===== config.mk =====
export PLATFORM = sky130hd
export DESIGN_NAME = gemm_csr
export DESIGN_NICKNAME = d
export VERILOG_FILES = /design/src/gemm_pkg.sv /design/src/gemm_csr.sv
export SDC_FILE = /design/constraint.sdc
export NUM_CORES = 1
export LEC_CHECK = 0
export BUFFER_PORTS_ARGS = -buffer_cell sky130_fd_sc_hd__buf_4
export CORE_MARGIN = 2
export CORE_UTILIZATION = 30
export CTS_BUF_LIST = sky130_fd_sc_hd__clkbuf_4 sky130_fd_sc_hd__clkbuf_8
export CTS_CLUSTER_SIZE = 28
export DETAILED_ROUTE_END_ITERATION = 8
export SKIP_CTS_REPAIR_TIMING = 1
export SLEW_MARGIN = 20
export SYNTH_ARGS = -nofsm -noshare
export SYNTH_HDL_FRONTEND = slang
export SYNTH_SLANG_ARGS = --single-unit

===== constraint.sdc =====
create_clock -name clock -period 4.22 [get_ports clock]
set_input_delay 1.055 -clock clock [delete_from_list [all_inputs] [get_ports clock]]
set_output_delay 1.055 -clock clock [all_outputs]
set_load 0.05 [all_outputs]

===== src/gemm_pkg.sv =====
// Shared types, constants and helpers for the general matrix multiply block.
// Used by the channel interfaces, the register file, the controller and the datapath.
package gemm_pkg;

   localparam int MAX_DIM   = 8;
   localparam int DEPTH     = MAX_DIM * MAX_DIM;
   localparam int ADDR_W    = (DEPTH > 1) ? $clog2(DEPTH) : 1;
   localparam int IDX_W     = 3;
   localparam int DIM_W     = 4;
   localparam int DATA_W    = 32;
   localparam int ACC_W     = 48;
   localparam int MUL_W     = DATA_W + 1;
   localparam int PROD_W    = 2 * MUL_W;
   localparam int FRAC_W    = 16;
   localparam int CSR_ADDR_W = 5;

   typedef enum logic [1:0] {
      CMD_LOAD_A = 2'd0,
      CMD_LOAD_B = 2'd1,
      CMD_LOAD_C = 2'd2,
      CMD_START  = 2'd3
   } cmd_type;

   typedef enum logic [2:0] {
      CSR_TRANS_A = 3'd0,
      CSR_TRANS_B = 3'd1,
      CSR_ROWS_M  = 3'd2,
      CSR_COLS_N  = 3'd3,
      CSR_INNER_K = 3'd4,
      CSR_ALPHA   = 3'd5,
      CSR_BETA    = 3'd6,
      CSR_SPARE   = 3'd7
   } csr_index_type;

   typedef enum logic [3:0] {
      ST_IDLE,
      ST_CLEAR,
      ST_READ,
      ST_MUL,
      ST_ACC,
      ST_HI,
      ST_LO,
      ST_CMUL,
      ST_FIN,
      ST_OUT
   } state_type;

   typedef enum logic [1:0] {
      MUL_AB,
      MUL_ALPHA_HI,
      MUL_ALPHA_LO,
      MUL_BETA_C
   } mul_sel_type;

   typedef struct packed {
      logic                     trans_a;
      logic                     trans_b;
      logic [DIM_W-1:0]         rows_m;
      logic [DIM_W-1:0]         cols_n;
      logic [DIM_W-1:0]         inner_k;
      logic signed [DATA_W-1:0] alpha_scale;
      logic signed [DATA_W-1:0] beta_scale;
   } cfg_type;

   typedef struct packed {
      logic              ld_a;
      logic              ld_b;
      logic              ld_c;
      logic              clr_acc;
      logic              acc_en;
      logic              mul_en;
      mul_sel_type       mul_sel;
      logic              res_load;
      logic              res_add;
      logic              out_load;
      logic              wb_en;
      logic [ADDR_W-1:0] a_addr;
      logic [ADDR_W-1:0] b_addr;
      logic [ADDR_W-1:0] c_addr;
   } ctrl_cmd_type;

   // Linear store address of element [row][col] as stored.
   function automatic logic [ADDR_W-1:0] addr_of(input logic [IDX_W-1:0] row,
                                                 input logic [IDX_W-1:0] col);
      logic [2*IDX_W:0] lin;
      lin = (2*IDX_W+1)'(row) * (2*IDX_W+1)'(MAX_DIM) + (2*IDX_W+1)'(col);
      return lin[ADDR_W-1:0];
   endfunction

   function automatic logic [DIM_W-1:0] clamp_dim(input logic [DIM_W-1:0] dim);
      return (dim > DIM_W'(MAX_DIM)) ? DIM_W'(MAX_DIM) : dim;
   endfunction

endpackage


===== src/gemm_csr.sv =====
// Configuration register file behind the APB-style port.
// Depends on gemm_pkg for the register index codes and the config struct.
module gemm_csr (
   input  logic                            clock,
   input  logic                            reset,
   input  logic                            csr_psel,
   input  logic                            csr_penable,
   input  logic                            csr_pwrite,
   input  logic [gemm_pkg::CSR_ADDR_W-1:0] csr_paddr,
   input  logic [31:0]                     csr_pwdata,
   output logic [31:0]                     csr_prdata,
   output logic                            csr_pready,
   output gemm_pkg::cfg_type               cfg
);

   gemm_pkg::cfg_type       cfg_ff, cfg_in;
   gemm_pkg::csr_index_type index;
   logic                    wr_en;

   assign index = gemm_pkg::csr_index_type'(csr_paddr[4:2]);
   assign wr_en = csr_psel && csr_penable && csr_pwrite;

   always_comb begin
      cfg_in = cfg_ff;
      if (wr_en) begin
         case (index)
            gemm_pkg::CSR_TRANS_A: cfg_in.trans_a     = csr_pwdata[0];
            gemm_pkg::CSR_TRANS_B: cfg_in.trans_b     = csr_pwdata[0];
            gemm_pkg::CSR_ROWS_M:  cfg_in.rows_m      = csr_pwdata[gemm_pkg::DIM_W-1:0];
            gemm_pkg::CSR_COLS_N:  cfg_in.cols_n      = csr_pwdata[gemm_pkg::DIM_W-1:0];
            gemm_pkg::CSR_INNER_K: cfg_in.inner_k     = csr_pwdata[gemm_pkg::DIM_W-1:0];
            gemm_pkg::CSR_ALPHA:   cfg_in.alpha_scale = csr_pwdata;
            gemm_pkg::CSR_BETA:    cfg_in.beta_scale  = csr_pwdata;
            default: ;
         endcase
      end
   end

   always_ff @(posedge clock) begin
      if (reset) begin
         cfg_ff.trans_a     <= 1'b0;
         cfg_ff.trans_b     <= 1'b0;
         cfg_ff.rows_m      <= gemm_pkg::DIM_W'(gemm_pkg::MAX_DIM);
         cfg_ff.cols_n      <= gemm_pkg::DIM_W'(gemm_pkg::MAX_DIM);
         cfg_ff.inner_k     <= gemm_pkg::DIM_W'(gemm_pkg::MAX_DIM);
         cfg_ff.alpha_scale <= 32'sd65536;
         cfg_ff.beta_scale  <= '0;
      end else begin
         cfg_ff <= cfg_in;
      end
   end

   always_comb begin
      case (index)
         gemm_pkg::CSR_TRANS_A: csr_prdata = {31'd0, cfg_ff.trans_a};
         gemm_pkg::CSR_TRANS_B: csr_prdata = {31'd0, cfg_ff.trans_b};
         gemm_pkg::CSR_ROWS_M:  csr_prdata = 32'(cfg_ff.rows_m);
         gemm_pkg::CSR_COLS_N:  csr_prdata = 32'(cfg_ff.cols_n);
         gemm_pkg::CSR_INNER_K: csr_prdata = 32'(cfg_ff.inner_k);
         gemm_pkg::CSR_ALPHA:   csr_prdata = cfg_ff.alpha_scale;
         gemm_pkg::CSR_BETA:    csr_prdata = cfg_ff.beta_scale;
         default:               csr_prdata = '0;
      endcase
   end

   assign csr_pready = 1'b1;
   assign cfg        = cfg_ff;

endmodule


# --- Word level (Yosys, flattened, before mapping) ---
# Index checks and enable logic that the tools add are counted.
# Widths: inputs -> output; s select.
totals:
  inputBits: 42
  word_cells: 24
  reg_bits: 78
  output_inout_bits: 111
op_classes:
  eq_ne: 6
  mux: 1
  reduce_logical: 10
op_table:
  columns: ["cell", "n"]
  rows:
  - ["$pmux 32 s7", 1]
  - ["$reduce_and 2->1", 7]
  - ["$eq 3x3->1 const B", 3]
  - ["$eq 3x2->1 const B", 2]
  - ["$eq 3x1->1 const B", 1]
  - ["$logic_not 3->1", 1]
  - ["$logic_and 1x1->1", 2]

# --- Logic depth before layout (Yosys ltp) ---
depth:
  ltp_word: 3
  depth_mapped: 5
  mapped_depth_nobuf: 3

# --- Worst setup path after synthesis ---
# OpenSTA, ideal clock, no wires.
synth_path:
  kind: "input-to-output"
  startpoint: "in csr_paddr[2] in the netlist's numbering"
  endpoint: "out csr_prdata[1]"
  path_stages: 4
  required_ps: 3165
  n_path_buf: 1
  path_slack_ps: 708
  t_arrival_ps: 2457
  path_cell_list: "buf_6 mux2i_1 or2_2 a31oi_1"
synth_via:
  elab_chain_len: 2
  word_cells_on_any_way: 8
  classes_between: "eq/ne: 6; mux: 1; reduce/logical: 1"
synth_lines:
  columns: ["item", "line", "source"]
  rows:
  - ["start: declaration", "gemm_csr.sv:9", "input logic [gemm_pkg::CSR_ADDR_W-1:0] csr_paddr,"]
  - ["$eq 3x3->1 (tied with other cells)", "gemm_csr.sv:54", "case (index)"]
  - ["$pmux 32 s7 *", "gemm_csr.sv:54", null]
  - ["end: declaration", "gemm_csr.sv:11", "output logic [31:0] csr_prdata,"]
# Every way passes the cells marked *; elsewhere a longest branch is shown, timed or not.

# --- Worst setup path after layout ---
layout_path:
  startpoint: "in csr_paddr[4] in the netlist's numbering"
  endpoint: "out csr_prdata[6]"
# The elaborated chain is that of the path after synthesis.

==> impl_metrics.py <==
metrics = {
    "synthesis": {
        "synth_seq_cells": 78,
        "ys_top_cells_by_area": "dfxtp_1 (41%), mux2i_1 (22%), nand2b_1 (18%)",
        "avgSynthCellArea_um2": 10.4,
        "synth_mux_area_share_pct": 23.1,
        "synth-simple-area-share_pct": 22.8,
        "yosysTopAreaCellShare_pct": 41.5,
        "synth_adder_area_share_pct": 0,
        "synth.cell_area_um2": 3770,
        "yosys.area.top_type": "dfxtp_1",
        "yosys_warnings": 0,
        "synth_xor_area_share_pct": 0,
        "synth_compound_gate_area_share_pct": 7.94,
        "synth_top_family_by_area": "multiplexers",
        "synth_seq_area_share_pct": 41.5,
        "syn_inst": 363,
        "syn_nets": 405,
        "ys_types": 29,
    },
    "floorplan": {
        "boundaryPins": 153,
        "row_count": 40,
        "core_um2": 12100,
        "initial_utilization_pct": 31.1,
        "die_h_um": 116,
        "dieArea_um2": 13500,
        "die_w_um": 116,
    },
    "detailed_routing": {
        "first_pass_iters": 4,
        "antenna_left": 0,
        "drc": 0,
        "drt-total-wl_mm": 10.1,
        "vias": 3115,
        "drtIter0Drc": 114,
        "drt-vias-per-instance": 4.64,
        "wl_per_cell_um": 15.0,
    },
    "timing": {
        "worst_slack_ns": 0.746,
        "tns_ns": 0,
        "whs_ns": 0.496,
        "slew_viol_final": 0,
        "fmax_mhz": 288,
        "slew_headroom_pct": 44.9,
        "worstMarginPinSlew_ns": 0.827,
        "finalCritPeriodShare_pct": 82.3,
        "setup_viol": 0,
        "rsz0062_at_grt": "false",
        "skew_ns": 0,
        "hold_viol_final": 0,
        "finalCriticalPeriod_ns": 3.47,
    },
    "clock_tree": {
        "clk_latency_ns": 0.35,
        "cts_buffers": 9,
        "clk_pin_slew_ns": 0.08,
        "cts.sinks": 78,
        "clockBufferDepth": 2,
        "cts_tree": "done",
        "cts_root_buf": "clkbuf_8",
        "ctsHtreeMaxLevel": 3,
    },
    "setup_path": {
        "worstSetupEndpoint": "csr_prdata[6]",
        "start_kind": "primary input",
        "path_delay_family": "buffers and inverters",
        "reg2regPathDepth": 2,
        "slowest_delay_ns": 0.33,
        "crit_chain": "buf_4, nor2b_2, and2_1, buf_12, a22o_1, buf_4",
        "cp_slowest_cell": "and2_1",
        "ff2ff_setup_slack_ns": 3.53,
        "worst_path_most_repeated_cell": "buf_4",
        "cp.depth": 6,
        "worstPathArrival_ns": 2.42,
        "r2r-end": "cfg[67]$_SDFFE_PP1P_",
        "r2r_start": "cfg[67]$_SDFFE_PP1P_",
        "critical_path_class": "primary input to output pin",
        "critical_path_required_ns": 3.16,
        "crit_fanout": 25,
        "critPathLaunch": "csr_paddr[4]",
        "end_kind": "output pin",
        "cp_num_buf_inv": 3,
    },
    "placement": {
        "gp_congestion": 0.716,
        "dp_hpwl_mm": 6.94,
        "io_buffers": 149,
        "dpl_worst_slack_ns": 0.728,
    },
    "power_and_ir_drop": {
        "peakVddDrop_mv": 0.168,
        "power.density_nw_per_um2": 283,
        "power_w": 0.00146,
        "power_leakage_nw": 2.41,
    },
    "cells_and_area": {
        "nets": 540,
        "final_util_pct": 42.5,
        "largest_reg_flops": 78,
        "antenna_cells": 0,
        "layout-drive-gt1-share_pct": 35.2,
        "areaGrowthSynthToFinish_pct": 36.7,
        "n_fill_cell": 1223,
    },
    "min_path": {
        "hp-class": "flip-flop to flip-flop",
        "whs_path_depth": 2,
        "min_from": "cfg[29]$_SDFFE_PP0P_",
    },
    "grt": {
        "overflow": 0,
        "grt_pass1_vias": 3042,
        "grt_max_degree": 113,
        "track_usage_pct": 15.1,
        "grt_antenna_before_repair": 0,
        "grt_pass1_wl_mm": 15.8,
    },
    "run_status": {
        "status": "finished, final reports clean",
    },
    "flow_run": {
        "cap_violations": 0,
    },
}
==> cell usage after synthesis <==
cell / instances
nand2b_1: 107
mux2i_1: 82
dfxtp_1: 78
a22o_1: 30
clkbuf_1: 12
nor2_1: 8
buf_6: 6
buf_2: 5
buf_4: 5
and3_1: 3
nand2_1: 3
a221o_1: 2
and2_1: 2
mux2_2: 2
nand3b_1: 2
nor2b_1: 2
nor2b_2: 2
a21oi_1: 1
a31oi_1: 1
and4b_4: 1
conb_1: 1
mux4_1: 1
nand3_1: 1
nand3_2: 1
nand3_4: 1
nor3b_1: 1
o21ai_0: 1
or2_2: 1
or4b_1: 1
==> placed cells by master, fill, tap and decap left out <==
cell type | netlist | final
nand2b_1 | 107 | 107
a21oi_1 | 1 | 1
clkbuf_4 | 0 | 1
nor2_1 | 8 | 8
dfxtp_1 | 78 | 78
and4b_4 | 1 | 1
and2_1 | 2 | 2
mux2i_1 | 82 | 82
or2_2 | 1 | 1
nor3b_1 | 1 | 1
mux4_1 | 1 | 1
nand3_4 | 1 | 1
conb_1 | 1 | 1
nand3b_1 | 2 | 2
clkbuf_8 | 0 | 9
bufinv_16 | 0 | 1
nor2b_1 | 2 | 2
nand3_1 | 1 | 1
nand2_1 | 3 | 3
o21ai_0 | 1 | 1
and3_1 | 3 | 2
nand3_2 | 1 | 1
a221o_1 | 2 | 2
clkinvlp_4 | 0 | 3
buf_4 | 5 | 151
a31oi_1 | 1 | 1
buf_12 | 0 | 1
mux2_2 | 2 | 2
and3_2 | 0 | 1
clkinv_2 | 0 | 2
a22o_1 | 30 | 30
or4b_1 | 1 | 1
nor2b_2 | 2 | 2
==> per-stage QoR <==
stage,cells,area [um2]
3_5_place_dp,655,4960
3_3_place_gp,655,4960
2_1_floorplan,363,3770
6_report,671,5150
5_1_grt,671,5150
4_1_cts,671,5150
==> tightest hold or removal path, delay by kind of cell (launching register included) <==
kind	cells	cell delay, ns
flops	1	0.33
mux	1	0.05
simple gates	1	0.07
==> power breakdown <==
part / internal, W / switching [W]
sequential: 0.000741 / 0.00000457
combinational: 0.0000670 / 0.0000855
clock: 0.000278 / 0.000282
total: 0.00109 / 0.000372
==> layout make-up <==
type / instances / area [um2] / share of cell area, %
Tap cell: 168 / 210 / 4.08
Multi-Input combinational cell: 257 / 2030 / 39.4
Clock inverter: 6 / 62.6 / 1.21
Sequential cell: 78 / 1560 / 30.3
Clock buffer: 10 / 131 / 2.55
Timing Repair Buffer: 152 / 1150 / 22.4
==> per-layer routing <==
metal / track usage [%] / vias to the layer above / wire length, um
met5: 0 / - / 0
li1: - / 1515 / -
met3: 4.18 / 11 / 577
met4: 4.92 / 0 / 131
met1: 19.4 / 1499 / 4510
met2: 24.5 / 90 / 4870
==> cells by family after synthesis <==
kind of cell	after synthesis
muxes	85
buffers and inverters	28
DFF	78
and+or+nand+nor	136
AOI/OAI and AO/OA	35
other	1
==> how the worst min path moves through the flow <==
stage          slack, ns              endpoint
3_5_place_dp        0.48  cfg[44]$_SDFFE_PP0P_
2_1_floorplan       0.70  cfg[32]$_SDFFE_PP0P_
6_report            0.50  cfg[29]$_SDFFE_PP0P_
3_3_place_gp        0.48  cfg[36]$_SDFFE_PP0P_
5_1_grt             0.52  cfg[41]$_SDFFE_PP0P_
4_1_cts             0.50  cfg[61]$_SDFFE_PP0P_
Power figures use the tool's default switching activity.
