===== src/gemm_pkg.sv =====
// Shared types, constants and helpers for the general matrix multiply block.
// Used by the channel interfaces, the register file, the controller and the datapath.
package gemm_pkg;

   localparam int MAX_DIM   = 8;
   localparam int DEPTH     = MAX_DIM * MAX_DIM;
   localparam int ADDR_W    = (DEPTH > 1) ? $clog2(DEPTH) : 1;
   localparam int IDX_W     = 3;
   localparam int DIM_W     = 4;
   localparam int DATA_W    = 32;
   localparam int ACC_W     = 48;
   localparam int MUL_W     = DATA_W + 1;
   localparam int PROD_W    = 2 * MUL_W;
   localparam int FRAC_W    = 16;
   localparam int CSR_ADDR_W = 5;

   typedef enum logic [1:0] {
      CMD_LOAD_A = 2'd0,
      CMD_LOAD_B = 2'd1,
      CMD_LOAD_C = 2'd2,
      CMD_START  = 2'd3
   } cmd_type;

   typedef enum logic [2:0] {
      CSR_TRANS_A = 3'd0,
      CSR_TRANS_B = 3'd1,
      CSR_ROWS_M  = 3'd2,
      CSR_COLS_N  = 3'd3,
      CSR_INNER_K = 3'd4,
      CSR_ALPHA   = 3'd5,
      CSR_BETA    = 3'd6,
      CSR_SPARE   = 3'd7
   } csr_index_type;

   typedef enum logic [3:0] {
      ST_IDLE,
      ST_CLEAR,
      ST_READ,
      ST_MUL,
      ST_ACC,
      ST_HI,
      ST_LO,
      ST_CMUL,
      ST_FIN,
      ST_OUT
   } state_type;

   typedef enum logic [1:0] {
      MUL_AB,
      MUL_ALPHA_HI,
      MUL_ALPHA_LO,
      MUL_BETA_C
   } mul_sel_type;

   typedef struct packed {
      logic                     trans_a;
      logic                     trans_b;
      logic [DIM_W-1:0]         rows_m;
      logic [DIM_W-1:0]         cols_n;
      logic [DIM_W-1:0]         inner_k;
      logic signed [DATA_W-1:0] alpha_scale;
      logic signed [DATA_W-1:0] beta_scale;
   } cfg_type;

   typedef struct packed {
      logic              ld_a;
      logic              ld_b;
      logic              ld_c;
      logic              clr_acc;
      logic              acc_en;
      logic              mul_en;
      mul_sel_type       mul_sel;
      logic              res_load;
      logic              res_add;
      logic              out_load;
      logic              wb_en;
      logic [ADDR_W-1:0] a_addr;
      logic [ADDR_W-1:0] b_addr;
      logic [ADDR_W-1:0] c_addr;
   } ctrl_cmd_type;

   // Linear store address of element [row][col] as stored.
   function automatic logic [ADDR_W-1:0] addr_of(input logic [IDX_W-1:0] row,
                                                 input logic [IDX_W-1:0] col);
      logic [2*IDX_W:0] lin;
      lin = (2*IDX_W+1)'(row) * (2*IDX_W+1)'(MAX_DIM) + (2*IDX_W+1)'(col);
      return lin[ADDR_W-1:0];
   endfunction

   function automatic logic [DIM_W-1:0] clamp_dim(input logic [DIM_W-1:0] dim);
      return (dim > DIM_W'(MAX_DIM)) ? DIM_W'(MAX_DIM) : dim;
   endfunction

endpackage


===== src/gemm_ctrl.sv =====
// Sequencer: walks columns, rows and the inner dimension and issues datapath commands.
// Depends on gemm_pkg for state, command and config types.
module gemm_ctrl (
   input  logic                        clock,
   input  logic                        reset,
   input  gemm_pkg::cfg_type           cfg,
   input  logic                        req_valid,
   input  logic [1:0]                  req_command,
   output logic                        req_ready,
   input  logic                        rsp_ready,
   output logic                        rsp_valid,
   output logic [gemm_pkg::IDX_W-1:0]  rsp_out_row,
   output logic [gemm_pkg::IDX_W-1:0]  rsp_out_col,
   output logic                        rsp_last,
   output gemm_pkg::ctrl_cmd_type      cmd
);

   gemm_pkg::state_type         state_ff, state_in;
   logic [gemm_pkg::IDX_W-1:0]  i_ff, i_in;
   logic [gemm_pkg::IDX_W-1:0]  j_ff, j_in;
   logic [gemm_pkg::IDX_W-1:0]  l_ff, l_in;
   logic [gemm_pkg::DIM_W-1:0]  dim_m, dim_n, dim_k;
   logic                        row_end, col_end;

   assign dim_m   = gemm_pkg::clamp_dim(cfg.rows_m);
   assign dim_n   = gemm_pkg::clamp_dim(cfg.cols_n);
   assign dim_k   = gemm_pkg::clamp_dim(cfg.inner_k);
   assign row_end = ({1'b0, i_ff} == dim_m - 4'd1);
   assign col_end = ({1'b0, j_ff} == dim_n - 4'd1);

   always_ff @(posedge clock) begin
      if (reset) begin
         state_ff <= gemm_pkg::ST_IDLE;
         i_ff     <= '0;
         j_ff     <= '0;
         l_ff     <= '0;
      end else begin
         state_ff <= state_in;
         i_ff     <= i_in;
         j_ff     <= j_in;
         l_ff     <= l_in;
      end
   end

   always_comb begin
      state_in  = state_ff;
      i_in      = i_ff;
      j_in      = j_ff;
      l_in      = l_ff;
      req_ready = 1'b0;
      rsp_valid = 1'b0;
      cmd       = '0;
      cmd.mul_sel = gemm_pkg::MUL_AB;
      cmd.a_addr  = cfg.trans_a ? gemm_pkg::addr_of(l_ff, i_ff) : gemm_pkg::addr_of(i_ff, l_ff);
      cmd.b_addr  = cfg.trans_b ? gemm_pkg::addr_of(j_ff, l_ff) : gemm_pkg::addr_of(l_ff, j_ff);
      cmd.c_addr  = gemm_pkg::addr_of(i_ff, j_ff);

      case (state_ff)
         gemm_pkg::ST_IDLE: begin
            req_ready = 1'b1;
            if (req_valid) begin
               if (req_command == gemm_pkg::CMD_START) begin
                  if (dim_m != '0 && dim_n != '0) begin
                     i_in     = '0;
                     j_in     = '0;
                     state_in = gemm_pkg::ST_CLEAR;
                  end
               end else begin
                  cmd.ld_a = (req_command == gemm_pkg::CMD_LOAD_A);
                  cmd.ld_b = (req_command == gemm_pkg::CMD_LOAD_B);
                  cmd.ld_c = (req_command == gemm_pkg::CMD_LOAD_C);
               end
            end
         end
         gemm_pkg::ST_CLEAR: begin
            cmd.clr_acc = 1'b1;
            l_in        = '0;
            state_in    = (dim_k == '0) ? gemm_pkg::ST_HI : gemm_pkg::ST_READ;
         end
         gemm_pkg::ST_READ: begin
            state_in = gemm_pkg::ST_MUL;
         end
         gemm_pkg::ST_MUL: begin
            cmd.mul_en = 1'b1;
            state_in   = gemm_pkg::ST_ACC;
         end
         gemm_pkg::ST_ACC: begin
            cmd.acc_en = 1'b1;
            if ({1'b0, l_ff} == dim_k - 4'd1) begin
               state_in = gemm_pkg::ST_HI;
            end else begin
               l_in     = l_ff + 3'd1;
               state_in = gemm_pkg::ST_READ;
            end
         end
         gemm_pkg::ST_HI: begin
            cmd.mul_en  = 1'b1;
            cmd.mul_sel = gemm_pkg::MUL_ALPHA_HI;
            state_in    = gemm_pkg::ST_LO;
         end
         gemm_pkg::ST_LO: begin
            cmd.mul_en   = 1'b1;
            cmd.mul_sel  = gemm_pkg::MUL_ALPHA_LO;
            cmd.res_load = 1'b1;
            state_in     = gemm_pkg::ST_CMUL;
         end
         gemm_pkg::ST_CMUL: begin
            cmd.mul_en  = 1'b1;
            cmd.mul_sel = gemm_pkg::MUL_BETA_C;
            cmd.res_add = 1'b1;
            state_in    = gemm_pkg::ST_FIN;
         end
         gemm_pkg::ST_FIN: begin
            cmd.out_load = 1'b1;
            state_in     = gemm_pkg::ST_OUT;
         end
         gemm_pkg::ST_OUT: begin
            rsp_valid = 1'b1;
            if (rsp_ready) begin
               cmd.wb_en = 1'b1;
               if (row_end && col_end) begin
                  state_in = gemm_pkg::ST_IDLE;
               end else begin
                  // advance row first, then column
                  if (row_end) begin
                     i_in = '0;
                     j_in = j_ff + 3'd1;
                  end else begin
                     i_in = i_ff + 3'd1;
                  end
                  state_in = gemm_pkg::ST_CLEAR;
               end
            end
         end
         default: begin
            state_in = gemm_pkg::ST_IDLE;
         end
      endcase
   end

   assign rsp_out_row = i_ff;
   assign rsp_out_col = j_ff;
   assign rsp_last    = row_end && col_end;

   a_no_overlap: assert property (@(posedge clock) disable iff (reset)
      rsp_valid |-> !req_ready)
      else $error("command beat taken while a result beat is pending");

   a_hold_result: assert property (@(posedge clock) disable iff (reset)
      (rsp_valid && !rsp_ready) |=>
         (rsp_valid && $stable(rsp_out_row) && $stable(rsp_out_col)))
      else $error("stalled result beat changed");

   a_last_ends: assert property (@(posedge clock) disable iff (reset)
      (rsp_valid && rsp_ready && rsp_last) |=> req_ready)
      else $error("block not idle after the last result beat");

endmodule


===== config.mk =====
export PLATFORM = sky130hd
export DESIGN_NAME = gemm_ctrl
export DESIGN_NICKNAME = d
export VERILOG_FILES = /design/src/gemm_pkg.sv /design/src/gemm_ctrl.sv
export SDC_FILE = /design/constraint.sdc
export NUM_CORES = 1
export LEC_CHECK = 0
export ABC_CLOCK_PERIOD_IN_PS = 6000
export BUFFER_PORTS_ARGS = -buffer_cell sky130_fd_sc_hd__buf_2
export CAP_MARGIN = 20
export CORE_MARGIN = 2
export CORE_UTILIZATION = 35
export CTS_BUF_LIST = sky130_fd_sc_hd__clkbuf_4
export DETAILED_ROUTE_END_ITERATION = 16
export GPL_TIMING_DRIVEN = 0
export PLACE_DENSITY_LB_ADDON = 0.25
export SLEW_MARGIN = 5
export SYNTH_ARGS = -nofsm -noshare
export SYNTH_HDL_FRONTEND = slang
export SYNTH_SLANG_ARGS = --single-unit
export TNS_END_PERCENT = 1

===== constraint.sdc =====
create_clock -name clock -period 6 [get_ports clock]
set_input_delay 0.3 -clock clock [delete_from_list [all_inputs] [get_ports clock]]
set_output_delay 0.3 -clock clock [all_outputs]
set_load 0.01 [all_outputs]

After elaboration in Yosys (flattened, before gate mapping)
Cells that the tools add are included.
Operators by class
  equality and inequality tests: 22
  multiplexer cells: 40
  magnitude comparators: 3
  reductions and logical operators: 14
  add/subtract/negate cells: 11
Operator list (count)
  3-bit two-way mux: 15
  4-bit one-hot mux with 10 select lines: 1
  6-bit by 3-bit adder with 6-bit output: 5
  4-bit two-way mux: 7
  3-bit one-hot mux with 2 select lines: 3
  4-bit by 3-bit equality test with 1-bit output, second input constant: 4
  2-bit != test, second input constant: 7
  3-bit by 4-bit equality test with 1-bit output: 3
  4-bit > comparator, second input constant: 3
  6-bit two-way mux: 2
  4-bit by 1-bit subtractor with 4-bit output, second input constant: 3
  1-bit two-way mux: 11
  3-bit by 1-bit adder with 3-bit output, second input constant: 3
  4-bit by 2-bit equality test with 1-bit output, second input constant: 2
  4-bit equality test, second input constant: 2
  4-bit logical NOT: 2
  4-bit nonzero test: 2
  7-bit AND reduction: 1
  2-bit one-hot mux with 3 select lines: 1
  6-bit AND reduction: 1
  2-bit equality test, second input constant: 2
  4-bit by 1-bit equality test with 1-bit output, second input constant: 1
  4-bit AND reduction: 1
  2-bit nonzero test: 2
  5 further kinds: 6
Storage, ports and cells
  logic and storage cells: 94
  flip-flop bits (word level): 13
  output and inout port bits: 39

Logic depth before layout (Yosys ltp)
Gate-level depths: netlist of the first run.
  depth after elaboration: 8
  depth in mapped cells: 9
  depth with buffers taken out: 8

Worst setup path after synthesis of the first run
OpenSTA, ideal clock, no wires.
  kind: input -> register
  start: input cfg[75] (netlist name)
  end: register i_ff (netlist bit rsp_out_row[2])
  stages: 8
  data required time: 5.909 ns
  library setup time: 0.091 ns
  arrival: 2.016 ns
  path slack: 3.893 ns
  cells stage by stage: nand2b_1 -> ha_1 -> xor2_1 -> o41ai_1 -> or3_1 -> o21a_1 -> or2_1 -> a311oi_1
On the way
  cells in the longest elaborated chain, start to end: 8
RTL lines
  start, declared: RTL line gemm_ctrl.sv:6  | input gemm_pkg::cfg_type cfg,
  4-bit > comparator: RTL line gemm_pkg.sv:91  | return (dim > DIM_W'(MAX_DIM)) ? DIM_W'(MAX_DIM) : dim;
  4-bit two-way mux (*): RTL line gemm_pkg.sv:91
  4-bit by 1-bit subtractor with 4-bit output: RTL line gemm_ctrl.sv:28  | assign row_end = ({1'b0, i_ff} == dim_m - 4'd1);
  3-bit by 4-bit equality test with 1-bit output: RTL line gemm_ctrl.sv:28
  3-bit two-way mux: RTL line gemm_ctrl.sv:125  | if (row_end) begin
  3-bit two-way mux: RTL line gemm_ctrl.sv:121  | if (row_end && col_end) begin
  3-bit two-way mux: RTL line gemm_ctrl.sv:119  | if (rsp_ready) begin
  3-bit one-hot mux with 2 select lines: RTL line gemm_ctrl.sv:58  | case (state_ff)
  end signal, assigned: RTL line gemm_ctrl.sv:39  | i_ff <= i_in;
  end, declared: RTL line gemm_ctrl.sv:19  | logic [gemm_pkg::IDX_W-1:0] i_ff, i_in;
Mark *: on every way between the ends. The rest lies on a longest branch, timed or not. The select of a mux whose other input is x is not followed.
A chain may end at the register's enable or synchronous reset.

==> results, run 1 <==
- The vertical die dimension is 65.2 um.
- The floorplan has 22 rows.
- At the later pin of the worst-skew pair, clock insertion delay measures 0.28 ns.
- Measured along the x axis, the die boundary spans 65.2 um.
- The worst pin sits at a relative slew slack of 65.2%.
- The async set-or-reset flop fraction in the synthesized netlist is 0%.
- The number of DRC violations after detailed-routing iteration 0 is 26.
- The overflow left after global routing is 0.
- The peak fanout along the critical path is 10.
- The worst hold path belongs to the class input pin to register.
- The number of pins exceeding their max-slew limit in the final report is 0.
- The number of nets handed over by synthesis was 257.
- The number of vias per cell is 4.95.
- The final number of setup-violating endpoints is 0.
- The HPWL after detailed placement is 2.47 mm.
- The tool flagged a number of max-cap violations equal to 0.
- The slew of the pin with the lowest slew margin is 0.515 ns.
- The worst path arrival time is 1.80 ns.
- The count of antenna diodes in the layout is 0.
- The total number of H-tree levels is 1.
- The clock drives 13 sinks.
- Timing would allow up to 477 MHz.
- On the worst path, the slowest cell contributes a delay of 0.30 ns.
- The initial core utilization is 36.1%.
- The post-detailed-route wirelength per cell is 11.4 um.
- For this design, the CTS-stage hold fixing added 0 buffers.
- The sum of routed wire length over all layers is 3.13 mm.
- The fraction of layout cells with a size suffix above 1 is 38.9%.
- Data on the critical path is required at its endpoint by 5.70 ns.
- STA classifies the critical path endpoint as a primary output.
- For this run, the total global-route usage over all layers was measured as 15.1%.
- The post-CTS clock slew at the launch and capture registers of the worst setup and hold paths is 0.08 ns.
- Walking the worst path, the cells encountered are buf_2 -> nor2_1 -> nand3_1 -> inv_2 -> and2_1 -> clkbuf_1 -> buf_2.
- The buffers plus inverters on the worst setup path is 4.
- The predominant post-synthesis flop cell is dfxtp_1.
- The number of buffers created by CTS is 3.
- The final antenna-violating net count is 0.
- The final critical-path required period is 2.10 ns.
- The power density over the cells is 183 mW/mm2.
- The largest buffer count on any clock path is 2.
- The synthesized area divided by synthesized cell count is 7.91 um2.
- The peak supply drop is 0.143 mV.
- The category of cells accounting for the largest share of critical-path delay is buffers and inverters.
- Counting flops and latches in the post-synthesis netlist gives 13.
- The area of the die is 0.00426 mm2.
- The total iterations of the first detailed-routing run is 4.
- The slowest stage of the critical path belongs to the cell dfxtp_1.
- The register-to-register setup slack is 3.95 ns.
- The largest net degree at the start of global routing is 11.
- The number of I/O pins is 123.
- In the routed design, unresolved DRC markers number 0.
- The warning count from the yosys run is 0.
- The number of nets in the finished design is 318.
- The analysis attributes to cell leakage a power of 0.000833 uW.
- Relative to the synthesized area, the layout overhead comes to 28.2%.
- Yosys mapped a number of flops with a built-in enable equal to 0.
- Final hold analysis gives a worst-case slack of 0.315 ns.
- Buffers placed on the I/O ports in this run total 56.
- The netlist area before placement is 0.00131 mm2.
- The cell with the most instances on the worst path is buf_2.
- The core footprint is 0.00363 mm2.
- The number of setup buffers added after CTS is 0.
- The worst setup path is launched from a register.
- The class of the most critical setup path is register to primary output.
- In this run, distinct cell masters in the synthesized netlist total 46.
- Synthesis handed over a netlist of 166 instances.
- The run finished with clean final reports.
- The number of antenna violations at the first check in global routing is 0.
- The last weighted congestion value of the routability-driven placer is 0.836.
- Setup repair after global routing left no endpoint under its margin.
- Across the routed clock network, the largest skew measured is 0.00771 ns.
- TritonCTS built the clock tree.
- Sequential cells were found to cover 19.8% of the synthesized design area.
- The global-route wire length before repair is 5.16 mm.
- After routing, the total negative slack on setup checks comes to 0 ns.
- The via count of the first global-routing pass came to 1184.
- The post-cts resize count is 0.
- The root buffer cell is clkbuf_4.
- The total via count after detailed routing is 1355.
- The final hold violation count came to 0.
- The part of the cycle the worst path needs is 34.9%.
-- tightest hold or removal path, cell delays in order --
cell    delay, ns
buf_2        0.09
or2_2        0.12
nor2_1       0.04
-- sequential cells by signal, summed over array words and instances, names as in the netlist --
signal / cells
l_ff: 3
rsp_out_col: 3
state_ff: 4
rsp_out_row: 3
-- where the power goes --
part / switching, uW / internal [uW] / total (uW)
sequential: 6.33 / 93.4 / 99.7
combinational: 91.0 / 56.7 / 148
clock: 29.6 / 30.3 / 59.9
total: 127 / 180 / 307
-- cells in the final DEF (no fill, tap or decap), drive strengths merged, types with 2 or more instances in the layout --
master,instances
buf,65
nor2,19
dfxtp,13
mux2,11
nand2,10
clkbuf,9
nand2b,7
xnor2,7
ha,7
a21oi,7
inv,7
o21ai,7
nor3b,5
nor4,5
nor3,4
xor2,4
nand3,3
and2,3
or3,3
a211oi,3
o21a,3
and3,2
nor2b,2
o211ai,2
a2111oi,2
or2,2
-- per-layer routing --
| layer | GRT usage [%] | routed length, um | share of wire, % | vias up |
|---|---|---|---|---|
| met4 | 3.91 | 7 | 0.22 | 0 |
| met2 | 23.2 | 1340 | 43 | 42 |
| li1 | - | - | - | 713 |
| met3 | 3.42 | 203 | 6.5 | 3 |
| met1 | 21.2 | 1580 | 50 | 597 |
| met5 | 0 | 0 | 0 | - |
-- worst paths after layout --
| check | from | end | depth (start not counted) |
|---|---|---|---|
| worst max register to register | l_ff[2]$_SDFFE_PP0P_ | state_ff[0]$_SDFFE_PP0P_ | 6 |
| worst min-delay path | reset | rsp_out_col[0]$_SDFFE_PP0P_ | 3 |
| worst max-delay path | state_ff[2]$_SDFFE_PP0P_ | cmd[18] | 7 |
| worst min register to register | l_ff[1]$_SDFFE_PP0P_ | l_ff[1]$_SDFFE_PP0P_ | 2 |
-- final cells by class --
| class | count | area [um2] |
|---|---|---|
| Tap cell | 48 | 60.1 |
| Clock buffer | 4 | 30.0 |
| Inverter | 7 | 26.3 |
| Multi-Input combinational cell | 132 | 947 |
| Timing Repair Buffer | 56 | 280 |
| Buffer | 14 | 78.8 |
| Fill cell | 392 | 1950 |
| Sequential cell | 13 | 260 |
-- through the flow --
step           instance area (um2)  utilization, %  cells  power [uW]  setup WS [ns]
5_1_grt                       1680            46.3    274         335           3.70
6_report                      1680            46.3    274         307           3.90
3_3_place_gp                  1650            45.5    270         250           3.62
3_5_place_dp                  1650            45.5    270         250           3.63
4_1_cts                       1680            46.3    274         310           3.90
2_1_floorplan                 1310               -    166         207           3.89
-- cells in the mapped netlist (4+ instances only) --
cell / count / area share [%]
nor3_1: 4 / 1.5
xnor2_1: 7 / 4.7
nand2_1: 10 / 2.9
ha_1: 7 / 6.7
o21ai_0: 4 / 1.5
nor4_1: 4 / 1.9
buf_4: 6 / 3.4
inv_1: 4 / 1.1
mux2_2: 11 / 9.4
xor2_1: 4 / 2.7
nor3b_1: 5 / 2.9
nor2_1: 19 / 5.4
dfxtp_1: 13 / 20
clkbuf_1: 5 / 1.4
nand2b_1: 7 / 3.3
a21oi_1: 6 / 2.3
-- cells by family after synthesis --
logic type	share of synthesized area (%)
and+or+nand+nor	27.9
AOI/OAI and AO/OA	18.2
buffers and inverters	8.01
DFF	19.8
xor gates and xnor gates	9.15
muxes	10.2
adders and majority gates	6.67
No activity file was read; power rests on OpenSTA's default activity.
==> run 2, diff against run 1 <==
- ABC_CLOCK_PERIOD_IN_PS: 6000 -> 2100
- clock period: 6 -> 2.1 ns (I/O delays scaled with it)
==> results, run 2 (same netlist as run 1, synthesis figures left out) <==
- The number of antenna violations at the first check in global routing was 0.
- The final number of setup-violating endpoints is 0.
- The post-route netlist has 40.7% of its cells at a drive strength greater than 1.
- For the worst setup path, the data required time is 2.29 ns.
- Entering global routing, the biggest net connects 11 pins.
- The number of antenna diodes in the final layout is 0.
- For this design the ratio of total power to cell area is 527 mW/mm2.
- The most common cell after layout, fill and taps aside is buf_2.
- The worst path meets setup with 0.141 ns of slack.
- After detailed routing, the average wire length per cell comes to 11.5 um.
- The die is 65.2 um wide.
- In this run the tightest slew margin relative to its limit is 65.2%.
- TritonCTS built the clock tree.
- The count of hold-fix buffers inserted at cts is 0.
- The clock reaches the later pin of the worst-skew pair after 0.28 ns.
- The cell sitting at the root of the clock tree is a clkbuf_4.
- After clock tree synthesis, the clock-pin slew on the worst setup and hold paths is 0.07 ns.
- The run finished with clean final reports.
- Subtracting the final worst setup slack from the clock period gives 1.96 ns.
- The post-route cell area is 0.00169 mm2.
- The relative area change from synthesis to final layout is 29.1%.
- Across all register-to-register paths, the minimum setup slack is 0.14 ns.
- The classification of the worst-slack hold path is input pin to register.
- The kind of start point of the critical path is a register.
- The total via count after detailed routing is 1368.
- Port buffering added 56 buffers.
- The final antenna-violating net count is 0.
- The final hold violation count is 0.
- The number of nets in the finished design is 318.
- Dividing the detail-routed via count by the number of cells gives 4.99.
- The die covers 0.00426 mm2.
- The endpoint type of the worst setup path is a register.
- The pre-antenna-repair detailed-routing pass consisted of 4 iterations.
- The tool flagged a number of max-cap violations equal to 0.
- The number of pins exceeding their max-slew limit in the final report is 0.
- The number of I/O pins is 123.
- Prior to clock tree synthesis, the placed netlist has a worst setup slack of -0.0753 ns.
- The peak supply drop is 0.462 mV.
- The global-route wire length before repair is 5.16 mm.
- For this configuration, the core starts out at a cell density of 36.1%.
- The vertical die dimension is 65.2 um.
- The maximum clock rate is 510 MHz.
- The final setup skew is 0.00834 ns.
- At the pin with the least slew margin, the transition time is 0.515 ns.
- Summed over all layers, the global routing overflow is 0.
- The register bank with the most flops is state_ff.
- Leaving out fill and tap cells, the most frequent cells in the layout are buf_2, nor2_1, mux2_2, dfxtp_1, nand2_1.
- The region available for standard cell placement spans 0.00363 mm2.
- Summing all placed instances gives a cell area of 0.00165 mm2.
- The clock net sink count is 13.
- CTS built an H-tree with a depth of 1.
- The global-route usage over all layers is 15.1%.
- The part of the cycle the worst path needs is 93.3%.
- In the routed design, unresolved DRC markers number 0.
- The last weighted congestion value of the routability-driven placer is 0.836.
- The via count of the first global-routing pass is 1184.
- By startpoint and endpoint, the worst setup path is classified as register to register.
- The register with the most flip-flops in the layout has 4 of them.
- The total half-perimeter wirelength after legalization and detailed placement is 2.47 mm.
- The number of buffers created by CTS is 3.
- The largest buffer count on any clock path is 2.
- After floorplanning, the core was divided into 22 placement rows.
- Data arrives at the worst endpoint at 2.15 ns.
- Setup repair after global routing left no endpoint under its margin.
- For this block, the initial DRC count from the detailed router was 25.
- Wires add up to 3.14 mm.
- The static leakage is 0.000836 uW.
- Of all nets on the critical path, the largest fanout is 7.
run 2: cell counts in the layout (fill, tap and decap cells not counted):
No cell type changed its count.
run 2: layout make-up:
class	instances	area [um2]
clock buffers	4	30.0
fillers	391	1940
well taps	48	60.1
plain buffers	14	78.8
repair buffers	56	280
inverters	7	26.3
multi-input cells	132	956
flip-flops and latches	13	263
run 2: timing repair:
item / in CTS / in global routing
setup endpoints to repair: 0 / 5
setup buffers: 0 / 0
gates resized for setup: 0 / 5
run 2: final timing paths:
check | start | end | cells after the start
setup reg to reg | rsp_out_row[2]$_SDFFE_PP0P_ | rsp_out_row[2]$_SDFFE_PP0P_ | 6
hold / removal | reset | rsp_out_col[0]$_SDFFE_PP0P_ | 3
hold reg to reg | rsp_out_row[1]$_SDFFE_PP0P_ | rsp_out_row[1]$_SDFFE_PP0P_ | 2
setup / recovery | rsp_out_row[2]$_SDFFE_PP0P_ | rsp_out_row[2]$_SDFFE_PP0P_ | 6
run 2: worst max-delay path: stages, from the launching register on:
cell and delay [ns]:
dfxtp_1 0.49, xnor2_1 0.17, xnor2_1 0.11, or3_1 0.37, o21a_1 0.24, or2_1 0.26, a311oi_1 0.24
run 2: per-stage QoR:
stage          utilization, %  hold slack (ns)  std cells  TNS, ns  power, uW
5_1_grt                  46.6            0.139        274        0        973
2_1_floorplan               -            0.259        166        0        590
3_5_place_dp             45.5            0.410        270  -0.0984        715
3_3_place_gp             45.5            0.413        270  -0.0804        714
6_report                 46.6            0.120        274        0        892
4_1_cts                  46.3            0.115        274        0        886
run 2: where the power goes:
group          internal, uW  leakage [uW]  switching, uW  total (uW)
sequential              267      0.000106           20.2         287
combinational           167      0.000712            266         434
clock                  86.7     0.0000184           84.9         172
run 2: per-layer routing:
| layer | GRT usage, % | wire length [um] |
|---|---|---|
| met1 | 21.2 | 1580 |
| met2 | 23.2 | 1340 |
| met4 | 3.91 | 7 |
| met3 | 3.42 | 206 |
| met5 | 0 | 0 |
==> run 3, diff against run 2 <==
- BUFFER_PORTS_ARGS: -buffer_cell sky130_fd_sc_hd__buf_2 -> default
- DONT_BUFFER_PORTS: default -> 1
==> results, run 3 (same netlist as run 1, synthesis figures left out) <==
- In this run the horizontal extent of the chip is 65.2 um.
- The sum of routed wire length over all layers is 3.17 mm.
- The endpoint type of the worst setup path is a register.
- The number of DRC violations after detailed-routing iteration 0 is 31.
- The via count of the first global-routing pass came to 1150.
- The total via count after detailed routing is 1212.
- Of the total power, combinational logic draws 45.3%.
- The number of I/O pins is 123.
- In this design, the critical path's most frequently occurring cell is xnor2_1.
- The library cell used most frequently in the layout, excluding fill and tap cells, is nor2_1.
- Measured against its own limit, the worst slew margin works out to 63.7%.
- The maximum clock rate is 500 MHz.
- The final setup skew is 0.00403 ns.
- The endpoint identified for the worst register-to-register timing path is rsp_out_row[2]$_SDFFE_PP0P_.
- The worst register-to-register path begins at rsp_out_row[2]$_SDFFE_PP0P_.
- The total of fill cells in the finished design is 371.
- The critical path in this run is classified as register to register.
- The clock group share of total power is 20.7%.
- The multi-input combinational cells in the finished layout cover a total of 968 um2.
- The number of buffers created by CTS is 3.
- Walking the worst path, the cells encountered are xnor2_1 -> xnor2_1 -> or3_1 -> o21a_1 -> or2_1 -> a311oi_1.
- The worst path arrival time is 2.20 ns.
- The setup slack after placement is -0.0326 ns.
- The number of pins exceeding their max-slew limit in the final report is 0.
- Across the VDD grid, the largest voltage drop is 0.375 mV.
- The clock period could shrink to 2.00 ns.
- In the routed design, unresolved DRC markers number 0.
- The final number of setup-violating endpoints is 0.
- The post-CTS setup buffer count is 0.
- Routability-driven placement finished with a final weighted congestion of 0.856.
- After clock tree synthesis, the clock-pin slew on the worst setup and hold paths is 0.08 ns.
- The critical hold path startpoint is reset.
- In this run the worst path has a maximum fanout of 7.
- The largest stage delay on the critical path is 0.54 ns.
- The endpoint of the worst hold path is rsp_out_col[1]$_SDFFE_PP0P_.
- The smallest setup slack after layout is 0.100 ns.
- Summed over all cells, the static leakage comes to 0.000563 uW.
- The number of max-cap violations is 0.
- The total iterations of the first detailed-routing run is 4.
- The worst hold path was traced through 2 stages.
- The core region is 0.00363 mm2.
- The placed standard-cell area is 0.00137 mm2.
- The area of the die is 0.00426 mm2.
- Counting cells, the worst reg-to-reg path comes to 6.
- The finished cells cover 0.00143 mm2.
- The count of antenna diodes in the layout is 0.
- Using the TritonRoute via totals, the vias-per-cell ratio works out to 5.56.
- The run finished with clean final reports.
- The number of antenna violations at the first check in global routing is 0.
- The path class of the tightest hold or removal check is input pin to register.
- The insertion delay to the later sink of the worst-skew pair is 0.28 ns.
- Leaving out fill and tap cells, the most frequent cells in the layout are nor2_1, mux2_2, dfxtp_1.
- The register cell area after layout is 263 um2.
- The number of non-filler instances in the completed layout is 218.
- The number of nets in the finished design is 262.
- The power density over the cells is 601 mW/mm2.
- In this run the core area contains 22 standard-cell rows.
- Net switching is 42.9% of the power.
- The post-detailed-route wirelength per cell is 14.6 um.
- Summed over all nets, the switching power comes to 368 uW.
- The worst path uses 95.2% of the clock period.
- Entering global routing, the biggest net connects 11 pins.
- The worst register-to-register path has a setup slack of 0.10 ns.
- The relative area change from synthesis to final layout is 8.77%.
- The overflow left after global routing is 0.
- CTS built an H-tree with a depth of 1.
- More flip-flops sit in one register than any other, and that register is state_ff.
- The required time at the worst-slack endpoint is 2.30 ns.
- The root buffer cell is clkbuf_4.
- The utilization of the core after routing is 39.3%.
- The first global-routing pass estimated 5.11 mm of wire.
- The post-route netlist has 21.2% of its cells at a drive strength greater than 1.
- The clock net sink count is 13.
- The largest buffer count on any clock path is 2.
- The global-route usage over all layers is 15.0%.
- Detailed placement finished with a half-perimeter wire length of 2.51 mm.
- The final hold violation count is 0.
- Setup repair after global routing could not meet its margin everywhere.
- The kind of start point of the critical path is a register.
- For the pin with the worst max-slew slack, the measured transition is 0.536 ns.
- The die is 65.2 um tall.
- The number of I/O port buffers is 0.
- The register share of total power is 33.9%.
- The number of cells in the design after placement is 214.
- The flip-flop count of the largest register, all copies and words added is 4.
- On the critical path, the stage with the largest delay is an instance of dfxtp_1.
- In this run the remaining antenna-violating nets after routing total 0.
- The initial core utilization is 36.1%.
- The clock tree from TritonCTS is yes.
- Cell internal power was estimated by the tool at 489 uW.
## run 3: worst max-delay path by stage
stage / start / to / slack (ns)
finish: rsp_out_row[2]$_SDFFE_PP0P_ / rsp_out_row[2]$_SDFFE_PP0P_ / 0.10
global route: l_ff[2]$_SDFFE_PP0P_ / state_ff[0]$_SDFFE_PP0P_ / -0.05
CTS: state_ff[0]$_SDFFE_PP0P_ / l_ff[2]$_SDFFE_PP0P_ / 0.06
detailed placement: l_ff[2]$_SDFFE_PP0P_ / state_ff[0]$_SDFFE_PP0P_ / -0.03
global placement: l_ff[2]$_SDFFE_PP0P_ / state_ff[0]$_SDFFE_PP0P_ / 0.04
floorplan: cfg[75] / rsp_out_row[2]$_SDFFE_PP0P_ / 0.19
## run 3: power by group through the flow
stage	clock [uW]	sequential, uW	combinational (uW)
CTS	183	287	374
finish	178	291	389
global route	195	293	443
detailed placement	0	293	370
global placement	0	291	356
floorplan	0	287	303
## run 3: metrics by stage
| stage | setup TNS [ns] | total power (uW) | hold WS, ns |
|---|---|---|---|
| after CTS | 0 | 844 | 0.00929 |
| after detailed placement | -0.0502 | 663 | 0.262 |
| after global placement | 0 | 647 | 0.265 |
| after global routing | -0.0500 | 931 | 0.0195 |
| after floorplan | 0 | 590 | 0.259 |
| final | 0 | 858 | 0.0108 |
## run 3: cell type report
class,count,share of cell area (%)
Multi-Input combinational cell,132,67.8
Sequential cell,13,18.4
Buffer,14,5.61
Tap cell,48,4.21
Clock buffer,4,2.10
Inverter,7,1.84
## run 3: routing by layer
layer / GRT usage, % / vias up / part of all wire [%]
met3: 4.97 / 0 / 11
met2: 25.8 / 55 / 48
met4: 2.34 / 0 / 0
met1: 18.6 / 557 / 41
met5: 0 / - / 0
li1: - / 600 / -
## run 3: what timing repair did
action,in CTS,in global routing
hold buffers,0,0
endpoints found under the setup margin,3,7
hold endpoints to repair,0,0
resized for setup,3,4
## run 3: critical path: cells and delay by family (launching register included)
| family | cells | cell delay (ns) |
|---|---|---|
| xor gates and xnor gates | 2 | 0.29 |
| DFF | 1 | 0.54 |
| and+or+nand+nor | 2 | 0.62 |
| AOI/OAI and AO/OA | 2 | 0.48 |
